==> src/rtl/core/pbl_pkg.sv <==
// Package: sizes, command and status codes, shared types and helpers of the bandwidth ledger.
`default_nettype none

package pbl_pkg;

  localparam int NUM_ENTRIES    = 16;
  localparam int NUM_PRIORITIES = 8;
  localparam int BW_BITS        = 40;

  localparam int OP_W   = 3;
  localparam int KEY_W  = 31;
  localparam int PRIO_W = 8;
  localparam int AMT_W  = 40;
  localparam int ST_W   = 2;

  localparam int SLOT_W    = (NUM_ENTRIES > 1) ? $clog2(NUM_ENTRIES) : 1;
  localparam int CNT_W     = $clog2(NUM_ENTRIES + 1);
  localparam int PCNT_W    = (NUM_PRIORITIES > 1) ? $clog2(NUM_PRIORITIES) : 1;
  localparam int CTR_DEPTH = NUM_ENTRIES * NUM_PRIORITIES;
  localparam int CA_W      = (CTR_DEPTH > 1) ? $clog2(CTR_DEPTH) : 1;
  localparam int ACC_W     = BW_BITS + 4;

  localparam logic [BW_BITS-1:0] BW_MAX   = '1;
  localparam logic [63:0]        BW_MAX_W = (64'd1 << BW_BITS) - 64'd1;

  localparam logic [OP_W-1:0] OP_SET_BW  = 3'd0;
  localparam logic [OP_W-1:0] OP_ENABLE  = 3'd1;
  localparam logic [OP_W-1:0] OP_DISABLE = 3'd2;
  localparam logic [OP_W-1:0] OP_RESERVE = 3'd3;
  localparam logic [OP_W-1:0] OP_RELEASE = 3'd4;
  localparam logic [OP_W-1:0] OP_QUERY   = 3'd5;

  localparam logic [ST_W-1:0] ST_OK        = 2'd0;
  localparam logic [ST_W-1:0] ST_NOT_FOUND = 2'd1;
  localparam logic [ST_W-1:0] ST_FULL      = 2'd2;
  localparam logic [ST_W-1:0] ST_BAD_PRIO  = 2'd3;

  typedef enum logic [3:0] {
    S_IDLE,
    S_SCAN,
    S_DECIDE,
    S_CLEAR,
    S_UPD,
    S_SUM,
    S_FINAL,
    S_RESP
  } state_t;

  typedef struct packed {
    logic [ST_W-1:0]  status;
    logic [AMT_W-1:0] avail;
    logic             enabled;
  } resp_t;

  typedef struct packed {
    logic               we;
    logic [CA_W-1:0]    waddr;
    logic [BW_BITS-1:0] wdata;
    logic [CA_W-1:0]    raddr;
  } ctr_req_t;

  typedef struct packed {
    logic [ACC_W-1:0] a;
    logic [ACC_W-1:0] b;
    logic             sub;
  } alu_req_t;

  function automatic logic [BW_BITS-1:0] sat_amount(input logic [AMT_W-1:0] a);
    logic [63:0] e;
    e = 64'(a);
    return (e > BW_MAX_W) ? BW_MAX : BW_BITS'(e);
  endfunction

  function automatic logic [CA_W-1:0] ctr_addr(input logic [SLOT_W-1:0] slot,
                                               input logic [PCNT_W-1:0] p);
    return CA_W'(int'(slot) * NUM_PRIORITIES + int'(p));
  endfunction

endpackage

`default_nettype wire

==> src/rtl/core/pbl_alu.sv <==
// Shared add/subtract unit with saturation and floor for counter and availability math.
`default_nettype none

module pbl_alu import pbl_pkg::*; (
  input  alu_req_t           req,
  output logic [ACC_W-1:0]   raw,
  output logic [BW_BITS-1:0] clamped
);

  always_comb begin
    raw = req.sub ? (req.a - req.b) : (req.a + req.b);
    if (req.sub) begin
      clamped = raw[ACC_W-1] ? '0 : raw[BW_BITS-1:0];
    end else begin
      clamped = (|raw[ACC_W-1:BW_BITS]) ? BW_MAX : raw[BW_BITS-1:0];
    end
  end

endmodule

`default_nettype wire

==> src/rtl/core/pbl_seq.sv <==
// Command sequencer: entry table, key scan, counter update and priority prefix sum.
`default_nettype none

module pbl_seq import pbl_pkg::*; (
  input  logic               clk,
  input  logic               rst_n,
  input  logic               in_valid,
  output logic               in_stall,
  input  logic [OP_W-1:0]    in_op,
  input  logic [KEY_W-1:0]   in_if_index,
  input  logic [PRIO_W-1:0]  in_priority_req,
  input  logic [AMT_W-1:0]   in_amount_bps,
  output logic               resp_valid,
  input  logic               resp_taken,
  output resp_t              resp,
  output ctr_req_t           ctr_req,
  input  logic [BW_BITS-1:0] ctr_rdata
);

  state_t state_r, state_nxt;

  logic [OP_W-1:0]    op_r, op_nxt;
  logic [KEY_W-1:0]   key_r, key_nxt;
  logic [PRIO_W-1:0]  prio_r, prio_nxt;
  logic [BW_BITS-1:0] amt_r, amt_nxt;
  logic [CNT_W-1:0]   idx_r, idx_nxt;
  logic [CNT_W-1:0]   count_r, count_nxt;
  logic [SLOT_W-1:0]  slot_r, slot_nxt;
  logic               hit_r, hit_nxt;
  logic [ST_W-1:0]    status_r, status_nxt;
  logic [BW_BITS-1:0] avail_r, avail_nxt;
  logic [ACC_W-1:0]   acc_r, acc_nxt;
  logic [PCNT_W-1:0]  pcnt_r, pcnt_nxt;

  logic [KEY_W-1:0]   key_a [NUM_ENTRIES];
  logic               en_a  [NUM_ENTRIES];
  logic [BW_BITS-1:0] rsv_a [NUM_ENTRIES];

  logic               key_we, en_we, en_wd, rsv_we;
  logic [BW_BITS-1:0] rsv_wd;
  logic               prio_ok;

  alu_req_t           alu_req;
  logic [ACC_W-1:0]   alu_raw;
  logic [BW_BITS-1:0] alu_clamped;

  pbl_alu u_alu (
    .req     (alu_req),
    .raw     (alu_raw),
    .clamped (alu_clamped)
  );

  assign prio_ok = 32'(prio_r) < NUM_PRIORITIES;

  always_ff @(posedge clk) begin
    if (!rst_n) begin
      state_r <= S_IDLE;
      count_r <= '0;
    end else begin
      state_r <= state_nxt;
      count_r <= count_nxt;
    end
  end

  always_ff @(posedge clk) begin
    op_r     <= op_nxt;
    key_r    <= key_nxt;
    prio_r   <= prio_nxt;
    amt_r    <= amt_nxt;
    idx_r    <= idx_nxt;
    slot_r   <= slot_nxt;
    hit_r    <= hit_nxt;
    status_r <= status_nxt;
    avail_r  <= avail_nxt;
    acc_r    <= acc_nxt;
    pcnt_r   <= pcnt_nxt;
    if (key_we) begin
      key_a[slot_nxt] <= key_r;
    end
    if (en_we) begin
      en_a[slot_nxt] <= en_wd;
    end
    if (rsv_we) begin
      rsv_a[slot_nxt] <= rsv_wd;
    end
  end

  always_comb begin
    state_nxt  = state_r;
    op_nxt     = op_r;
    key_nxt    = key_r;
    prio_nxt   = prio_r;
    amt_nxt    = amt_r;
    idx_nxt    = idx_r;
    count_nxt  = count_r;
    slot_nxt   = slot_r;
    hit_nxt    = hit_r;
    status_nxt = status_r;
    avail_nxt  = avail_r;
    acc_nxt    = acc_r;
    pcnt_nxt   = pcnt_r;
    key_we     = 1'b0;
    en_we      = 1'b0;
    en_wd      = 1'b0;
    rsv_we     = 1'b0;
    rsv_wd     = '0;
    ctr_req    = '0;
    alu_req    = '0;
    in_stall   = 1'b1;
    resp_valid = 1'b0;
    resp.status  = status_r;
    resp.avail   = AMT_W'(avail_r);
    resp.enabled = hit_r ? en_a[slot_r] : 1'b0;

    unique case (state_r)
      S_IDLE: begin
        in_stall = 1'b0;
        if (in_valid) begin
          op_nxt     = in_op;
          key_nxt    = in_if_index;
          prio_nxt   = in_priority_req;
          amt_nxt    = sat_amount(in_amount_bps);
          idx_nxt    = '0;
          hit_nxt    = 1'b0;
          status_nxt = ST_OK;
          avail_nxt  = '0;
          state_nxt  = S_SCAN;
        end
      end

      S_SCAN: begin
        if (idx_r == count_r) begin
          state_nxt = S_DECIDE;
        end else if (key_a[idx_r[SLOT_W-1:0]] == key_r) begin
          hit_nxt   = 1'b1;
          slot_nxt  = idx_r[SLOT_W-1:0];
          state_nxt = S_DECIDE;
        end else begin
          idx_nxt = idx_r + CNT_W'(1);
        end
      end

      S_DECIDE: begin
        state_nxt = S_RESP;
        unique case (op_r)
          OP_SET_BW, OP_ENABLE: begin
            if (hit_r) begin
              en_we  = (op_r == OP_ENABLE);
              en_wd  = 1'b1;
              rsv_we = (op_r == OP_SET_BW);
              rsv_wd = amt_r;
            end else if (32'(count_r) == NUM_ENTRIES) begin
              status_nxt = ST_FULL;
            end else begin
              slot_nxt  = count_r[SLOT_W-1:0];
              hit_nxt   = 1'b1;
              count_nxt = count_r + CNT_W'(1);
              key_we    = 1'b1;
              en_we     = 1'b1;
              en_wd     = (op_r == OP_ENABLE);
              rsv_we    = 1'b1;
              rsv_wd    = (op_r == OP_SET_BW) ? amt_r : '0;
              pcnt_nxt  = '0;
              state_nxt = S_CLEAR;
            end
          end
          OP_DISABLE: begin
            if (hit_r) begin
              en_we = 1'b1;
              en_wd = 1'b0;
            end else begin
              status_nxt = ST_NOT_FOUND;
            end
          end
          OP_RESERVE, OP_RELEASE, OP_QUERY: begin
            if (!prio_ok) begin
              status_nxt = ST_BAD_PRIO;
            end else if (!hit_r) begin
              status_nxt = ST_NOT_FOUND;
            end else if (op_r == OP_QUERY) begin
              ctr_req.raddr = ctr_addr(slot_r, '0);
              pcnt_nxt      = '0;
              acc_nxt       = '0;
              state_nxt     = S_SUM;
            end else begin
              ctr_req.raddr = ctr_addr(slot_r, prio_r[PCNT_W-1:0]);
              state_nxt     = S_UPD;
            end
          end
          default: begin
            status_nxt = ST_OK;
          end
        endcase
      end

      S_CLEAR: begin
        ctr_req.we    = 1'b1;
        ctr_req.waddr = ctr_addr(slot_r, pcnt_r);
        ctr_req.wdata = '0;
        if (pcnt_r == PCNT_W'(NUM_PRIORITIES - 1)) begin
          state_nxt = S_RESP;
        end else begin
          pcnt_nxt = pcnt_r + PCNT_W'(1);
        end
      end

      S_UPD: begin
        alu_req.a     = ACC_W'(ctr_rdata);
        alu_req.b     = ACC_W'(amt_r);
        alu_req.sub   = (op_r == OP_RELEASE);
        ctr_req.we    = 1'b1;
        ctr_req.waddr = ctr_addr(slot_r, prio_r[PCNT_W-1:0]);
        ctr_req.wdata = alu_clamped;
        state_nxt     = S_RESP;
      end

      S_SUM: begin
        alu_req.a   = acc_r;
        alu_req.b   = ACC_W'(ctr_rdata);
        alu_req.sub = 1'b0;
        acc_nxt     = alu_raw;
        if (PRIO_W'(pcnt_r) == prio_r) begin
          state_nxt = S_FINAL;
        end else begin
          pcnt_nxt      = pcnt_r + PCNT_W'(1);
          ctr_req.raddr = ctr_addr(slot_r, pcnt_r + PCNT_W'(1));
        end
      end

      S_FINAL: begin
        alu_req.a   = ACC_W'(rsv_a[slot_r]);
        alu_req.b   = acc_r;
        alu_req.sub = 1'b1;
        avail_nxt   = alu_clamped;
        state_nxt   = S_RESP;
      end

      S_RESP: begin
        resp_valid = 1'b1;
        if (resp_taken) begin
          state_nxt = S_IDLE;
        end
      end

      default: begin
        state_nxt = S_IDLE;
      end
    endcase
  end

`ifndef SYNTHESIS
  a_count_bound: assert property (@(posedge clk) disable iff (!rst_n)
    32'(count_r) <= NUM_ENTRIES)
    else $error("entry count above table size");

  a_count_step: assert property (@(posedge clk) disable iff (!rst_n)
    (count_r != $past(count_r)) |-> (count_r == $past(count_r) + CNT_W'(1)))
    else $error("entry count moved by more than one");

  a_accept_scan: assert property (@(posedge clk) disable iff (!rst_n)
    (state_r == S_IDLE && in_valid && !in_stall) |=> (state_r == S_SCAN))
    else $error("accepted word did not start a scan");

  a_ctr_write: assert property (@(posedge clk) disable iff (!rst_n)
    ctr_req.we |-> (state_r == S_CLEAR || state_r == S_UPD))
    else $error("counter write outside clear or update");
`endif

endmodule

`default_nettype wire

==> config.mk <==
export PLATFORM = sky130hd
export DESIGN_NAME = pbl_seq
export DESIGN_NICKNAME = d
export VERILOG_FILES = /design/src/rtl/core/pbl_pkg.sv /design/src/rtl/core/pbl_alu.sv /design/src/rtl/core/pbl_seq.sv
export SDC_FILE = /design/constraint.sdc
export NUM_CORES = 1
export LEC_CHECK = 0
export ABC_AREA = 1
export BUFFER_PORTS_ARGS = -buffer_cell sky130_fd_sc_hd__buf_2
export CAP_MARGIN = 20
export CELL_PAD_IN_SITES_DETAIL_PLACEMENT = 1
export CELL_PAD_IN_SITES_GLOBAL_PLACEMENT = 2
export CORE_MARGIN = 10
export CORE_UTILIZATION = 40
export DETAILED_ROUTE_END_ITERATION = 10
export PLACE_DENSITY_LB_ADDON = 0.15
export SYNTH_ARGS = -nofsm -noshare
export SYNTH_HDL_FRONTEND = slang
export SYNTH_SLANG_ARGS = --single-unit
==> constraint.sdc <==
create_clock -name clk -period 18.7 [get_ports clk]
set_clock_uncertainty 0.1 [all_clocks]
set_input_delay 3.74 -clock clk [delete_from_list [all_inputs] [get_ports clk]]
set_output_delay 3.74 -clock clk [all_outputs]
set_load 0.03 [all_outputs]
==> results of run 1 <==
==> cell families after synthesis <==
kind of cell             synth area share (%)
AO/OA/AOI/OAI                            10.6
XOR/XNOR                                 1.22
adder cells (fa/ha/maj)                  1.05
buffers and inverters                    5.44
flip-flops                               66.5
AND/OR/NAND/NOR                          15.2
==> worst max-delay path: cells and delay by family <==
kind                       cells  cell delay (ns)
and+or+nand+nor               18             2.81
buffers and inverters          6             1.26
AOI/OAI and AO/OA              6             1.04
adders and majority gates      2             0.48
xor gates and xnor gates       2             0.43
==> layer usage <==
layer / share of wire, % / GRT usage [%]
met3: 3.3 / 2.83
met2: 50 / 39.9
met1: 42 / 28.2
met5: 0 / 0
met4: 3.9 / 8.88
==> path summary, 6_finish.rpt <==
| kind | end | depth (start not counted) | slack [ns] |
|---|---|---|---|
| min reg2reg | count_r[4] | 2 | 0.48 |
| min | count_r[4] | 2 | 0.48 |
| max reg2reg | avail_r[5] | 31 | 10.71 |
| max | ctr_req[46] | 34 | 5.03 |
==> layout make-up <==
cell class | instances | share of cell area [%]
flip-flops and latches | 1345 | 58.7
multi-input cells | 3365 | 25.2
clock buffers | 193 | 5.94
well taps | 2016 | 3.68
repair buffers | 338 | 2.95
inverters | 489 | 2.71
clock inverters | 70 | 0.798
diodes | 5 | 0.0182
==> power by group <==
| group | internal (mW) | leakage, nW | total [mW] | switching [mW] |
|---|---|---|---|---|
| registers | 3.54 | 13.0 | 3.75 | 0.208 |
| logic | 1.57 | 11.3 | 5.75 | 4.18 |
| clock network | 1.62 | 2.25 | 2.83 | 1.22 |
==> Yosys cell counts (all sizes together), types with 2 or more instances <==
cell type / n / area [µm²]
or2: 2 / 15.0
a21boi: 3 / 22.5
inv: 487 / 1830
o211ai: 85 / 638
o21ai: 536 / 2680
o221ai: 80 / 713
nand3b: 11 / 82.6
a22oi: 3 / 22.5
clkbuf: 193 / 724
buf: 115 / 732
nor3: 78 / 417
or4: 2 / 15.0
nor2: 706 / 2700
a31oi: 15 / 93.8
nand2: 1029 / 4190
xnor2: 24 / 210
a21oi: 178 / 1190
a221oi: 5 / 67.6
nor4: 5 / 31.3
o21a: 3 / 22.5
a211oi: 2 / 15.0
and2: 3 / 21.3
nand4: 9 / 56.3
nor3b: 2 / 15.0
dfxtp: 16 / 320
clkinv: 2 / 7.51
xor2: 60 / 526
ha: 49 / 613
nand3: 327 / 1660
a21o: 14 / 105
o22ai: 120 / 751
o21bai: 5 / 37.5
edfxtp: 1329 / 39900
==> metrics by stage <==
| stage | power, mW | utilization (%) | instance area [µm²] | worst slack [ns] | instances |
|---|---|---|---|---|---|
| after floorplan | 7.93 | - | 60500 | 7.18 | 5507 |
| after global placement | 9.55 | 42.5 | 63900 | 5.14 | 7548 |
| after detailed placement | 9.61 | 42.6 | 63900 | 5.13 | 7549 |
| after CTS | 12.5 | 45.6 | 68500 | 5.12 | 7812 |
| after global routing | 13.1 | 45.7 | 68600 | 4.44 | 7818 |
| final | 12.3 | 45.7 | 68600 | 5.03 | 7821 |
==> sequential cells by signal (all words and copies together), names as in the netlist, named ones only <==
name      flops
rsv_a       640
key_a       496
acc_r        44
amt_r        40
avail_r      40
key_r        31
en_a         16
prio_r        8
count_r       5
idx_r         5
slot_r        4
op_r          3
pcnt_r        3
state_r       3
status_r      2
hit_r         1
==> qor.yml, run 1 <==
worst_setup_path:
  cp_slowest_cell: "buf_4"
  required_ns: 14.86
  cp.arrival_ns: 9.83
  critPathMaxFanout: 55
  critPathMostFrequentCell: "nand2_1"
  cpPeakStageDelay_ns: 0.79
  startpoint: "ctr_rdata[0]"
  reg2reg_from: "state_r[1]"
  end_kind: "primary output"
  crit_type: "in2out"
  start_kind: "input pin"
pwr:
  vdd_drop_max_mv: 0.330
  p_leak_nw: 26.5
  powerDensity_mw_per_mm2: 180
floorplan:
  core-area_mm2: 0.150
  initial_core_util_pct: 40.3
  ios: 226
  die_x_um: 409
  chipHeight_um: 409
  die-area_mm2: 0.167
  rows: 142
status:
  status: "complete, no violations"
synthesis:
  synthArstFlopShare_pct: 0
  syn_nets: 5683
  syn-cell-area_mm2: 0.0605
  synth_cell_types: 65
  synth_area_per_cell_um2: 11.0
  synth_warnings: 0
  netlist_instances: 5507
  seq_area_frac_synth_pct: 66.5
  ys_ff_latch: 1345
  yosys_most_used_dff: "edfxtp_1"
  synth_edf_count: 1329
cells_and_area:
  fin_nets: 5866
  final_cell_mix: "edfxtp_1 (1329), nand2_1 (979), nor2_1 (675)"
  regArea_mm2: 0.0403
  layout-drive-gt1-share_pct: 12.9
  area_growth_pct: 13.3
  fillerInstances: 16125
  final_common_cell: "edfxtp_1"
  multi_input_area_mm2: 0.0173
sta:
  layout_min_cycle_time_ns: 13.67
  whs_ns: 0.484
  max_freq_ghz: 0.0731
  tightest_slew_ns: 1.14
  slew_headroom_pct: 23.9
  final_max_slew_viol_count: 0
  hold_viol: 0
  rsz0062_at_grt: "no"
  fin_setup_tns_ns: 0
  setup_viol: 0
  period_share_pct: 73.1
grt:
  overflow: 0
  grt_pass1_wl_um: 286000
  grt_pass1_vias: 43658
  grt_use_total_pct: 22.7
  grt_max_degree: 179
  antenna_found_initial: 4
clocking:
  clkLatencyLatePin_ns: 0.79
  cts_resized: 0
  cts_setup_buffers: 0
  hold_buffers: 0
  htree_levels: 4
  cts_sinks: 1345
  cts.clk_slew.worst_paths_ns: 0.06
  cts_tree: "done"
  clockBufferDepth: 3
  cts_buffers: 151
  cts_root_buffer: "clkbuf_16"
job:
  cap_viol_max_count: 0
placed_design:
  numPortBuffers: 225
  dp_hpwl_um: 112000
  gp_congestion: 0.852
min_path:
  min_path_type: "reg2reg"
  hold_start: "count_r[4]"
detailed_routing:
  firstDrtPassIters: 5
  drc_errors: 0
  via_per_inst: 5.39
  wirelength_um: 195000
  ant_nets: 0
  drt_iter0_drc: 2731
  vias: 42163
  wl_per_cell_um: 24.9
Note: power is estimated with default switching activity, not from simulation.
==> inputs of run 2 (changes only) <==
--- a/config.mk
+++ b/config.mk
@@ -11,7 +11,7 @@
 export CELL_PAD_IN_SITES_DETAIL_PLACEMENT = 1
 export CELL_PAD_IN_SITES_GLOBAL_PLACEMENT = 2
 export CORE_MARGIN = 10
-export CORE_UTILIZATION = 40
+export CORE_UTILIZATION = 38
 export DETAILED_ROUTE_END_ITERATION = 10
 export PLACE_DENSITY_LB_ADDON = 0.15
 export SYNTH_ARGS = -nofsm -noshare
==> constraint.sdc (replaced) <==
create_clock -name clk -period 11.3 [get_ports clk]
set_clock_uncertainty 0.1 [all_clocks]
set_input_delay 2.26 -clock clk [delete_from_list [all_inputs] [get_ports clk]]
set_output_delay 2.26 -clock clk [all_outputs]
set_load 0.03 [all_outputs]
==> run 2 against run 1 <==
Compared with the run above:
- hold slack got worse by 0.022 ns
- largest cell class unchanged
- sequential power rose by 65%
- power rose by 68%
- utilization down 2.2 points
- design area is 0.40% higher
- via count barely moved
- combinational power rose by 70%
- routed wire length increased by 0.69%
==> qor.yml, run 2 (synthesized netlist as in run 1, its figures left out) <==
floorplan:
  initial_core_util_pct: 38.2
  die-area_mm2: 0.176
  die_x_um: 419
  core-area_mm2: 0.158
  chipHeight_um: 419
  rows: 146
  ios: 226
sta:
  layout_min_cycle_time_ns: 10.19
  fin_setup_tns_ns: 0
  hold_viol: 0
  max_freq_ghz: 0.0981
  tightest_slew_ns: 1.08
  period_share_pct: 90.2
  whs_ns: 0.462
  setup_viol: 0
  final_max_slew_viol_count: 0
  slew_headroom_pct: 28.1
  rsz0062_at_grt: "no"
job:
  cap_viol_max_count: 0
placed_design:
  placed_area_mm2: 0.0640
  gp_congestion: 0.850
  numPortBuffers: 225
  dp_cells: 7607
  dp_hpwl_um: 114000
clocking:
  cts.clk_slew.worst_paths_ns: 0.06
  clockBufferDepth: 3
  cts_resized: 0
  htree_levels: 4
  cts_tree: "done"
  clkLatencyLatePin_ns: 0.78
  cts_root_buffer: "clkbuf_16"
  cts_buffers: 152
  hold_buffers: 0
  cts_setup_buffers: 0
  cts_sinks: 1345
detailed_routing:
  wirelength_um: 196000
  firstDrtPassIters: 5
  vias: 42137
  ant_nets: 0
  wl_per_cell_um: 24.8
  via_per_inst: 5.34
  drc_errors: 0
  drt_iter0_drc: 2867
worst_setup_path:
  cp.arrival_ns: 7.83
  critPathMaxFanout: 21
  cp_slowest_cell: "and2_4"
  reg2reg_from: "state_r[1]"
  start_kind: "input pin"
  required_ns: 8.94
  crit_type: "in2out"
  critPathMostFrequentCell: "nand2_1"
  end_kind: "primary output"
  startpoint: "ctr_rdata[1]"
  cpPeakStageDelay_ns: 0.53
status:
  status: "complete, no violations"
grt:
  antenna_found_initial: 10
  grt_pass1_wl_um: 287000
  grt_pass1_vias: 43237
  grt_max_degree: 168
  overflow: 0
  grt_use_total_pct: 21.9
cells_and_area:
  fillerInstances: 17050
  layout-drive-gt1-share_pct: 12.9
  fin_nets: 5866
  final_cell_mix: "edfxtp_1 (1329), nand2_1 (979), nor2_1 (675)"
  area_growth_pct: 13.7
  final_common_cell: "edfxtp_1"
  largest_register_ffs: 640
  top_register: "rsv_a"
  finalNonFillerCells: 7888
  top_regs: "rsv_a: 640 flops, key_a: 496 flops, acc_r: 44 flops"
  fin_area_mm2: 0.0688
pwr:
  cell_internal_pwr_mw: 11.4
  total_power_mw: 20.7
  switching_share_pct: 45.3
  p_sw_mw: 9.40
  powerDensity_mw_per_mm2: 301
  vdd_drop_max_mv: 0.491
  clkPwrFrac_pct: 23.1
  p_leak_nw: 26.6
  comb_power_share_pct: 47.1
  pwr-share-seq_pct: 29.8
min_path:
  min_path_type: "reg2reg"
  hold_start: "count_r[1]"
## run 2: cell types whose count changed in the layout (fill, tap and decap cells not counted), moves of 2 or more
cell | previous run | this run
clkinv_1 | 31 | 35
clkinv_2 | 20 | 18
buf_12 | 3 | 8
clkinvlp_4 | 4 | 2
clkinv_4 | 2 | 0
buf_4 | 107 | 103
clkbuf_16 | 157 | 162
clkbuf_1 | 35 | 44
## run 2: cell type report
class / instances / area (µm²) / share of cell area, %
inverter: 489 / 1860 / 2.70
timing repair buffer: 337 / 2070 / 3.00
sequential: 1345 / 40300 / 58.5
antenna: 5 / 12.5 / 0.0182
multi-input combinational: 3365 / 17300 / 25.1
clock inverter: 67 / 520 / 0.756
tap: 2072 / 2590 / 3.77
clock buffer: 208 / 4250 / 6.17
## run 2: metrics by stage
| stage | worst slack, ns | util [%] |
|---|---|---|
| after detailed placement | 1.17 | 40.4 |
| after floorplan | 2.74 | - |
| after global routing | 0.409 | 43.5 |
| after CTS | 1.08 | 43.4 |
| final | 1.11 | 43.5 |
| after global placement | 1.23 | 40.4 |
## run 2: path summary, 6_finish.rpt
| path | to | slack, ns | cells past startpoint |
|---|---|---|---|
| setup / recovery | ctr_req[9] | 1.11 | 34 |
| hold / removal | count_r[1] | 0.46 | 2 |
| setup reg to reg | avail_r[5] | 4.10 | 29 |
| hold reg to reg | count_r[1] | 0.46 | 2 |
## run 2: per-layer routing
layer | track usage, % | share of wire (%) | vias to the layer above
li1 | - | - | 19612
met1 | 26.8 | 42 | 21496
met2 | 39.8 | 52 | 729
met3 | 2.57 | 3.2 | 300
met4 | 7.06 | 2.9 | 0
met5 | 0 | 0 | -
## run 2: critical path: cells and delay by family
| kind | cells | cell delay [ns] |
|---|---|---|
| buffers and inverters | 6 | 0.88 |
| adder cells (fa/ha/maj) | 2 | 0.57 |
| AO/OA/AOI/OAI | 8 | 1.31 |
| AND/OR/NAND/NOR | 17 | 2.65 |
| XOR/XNOR | 1 | 0.12 |
## run 2: power groups by stage
stage               Clock, mW  Combinational, mW  Sequential, mW
floorplan                   0               6.94            6.18
global placement            0               9.81            6.28
detailed placement          0               9.87            6.29
CTS                      4.90               9.92            6.19
global route             5.11               10.7            6.22
finish                   4.79               9.77            6.18
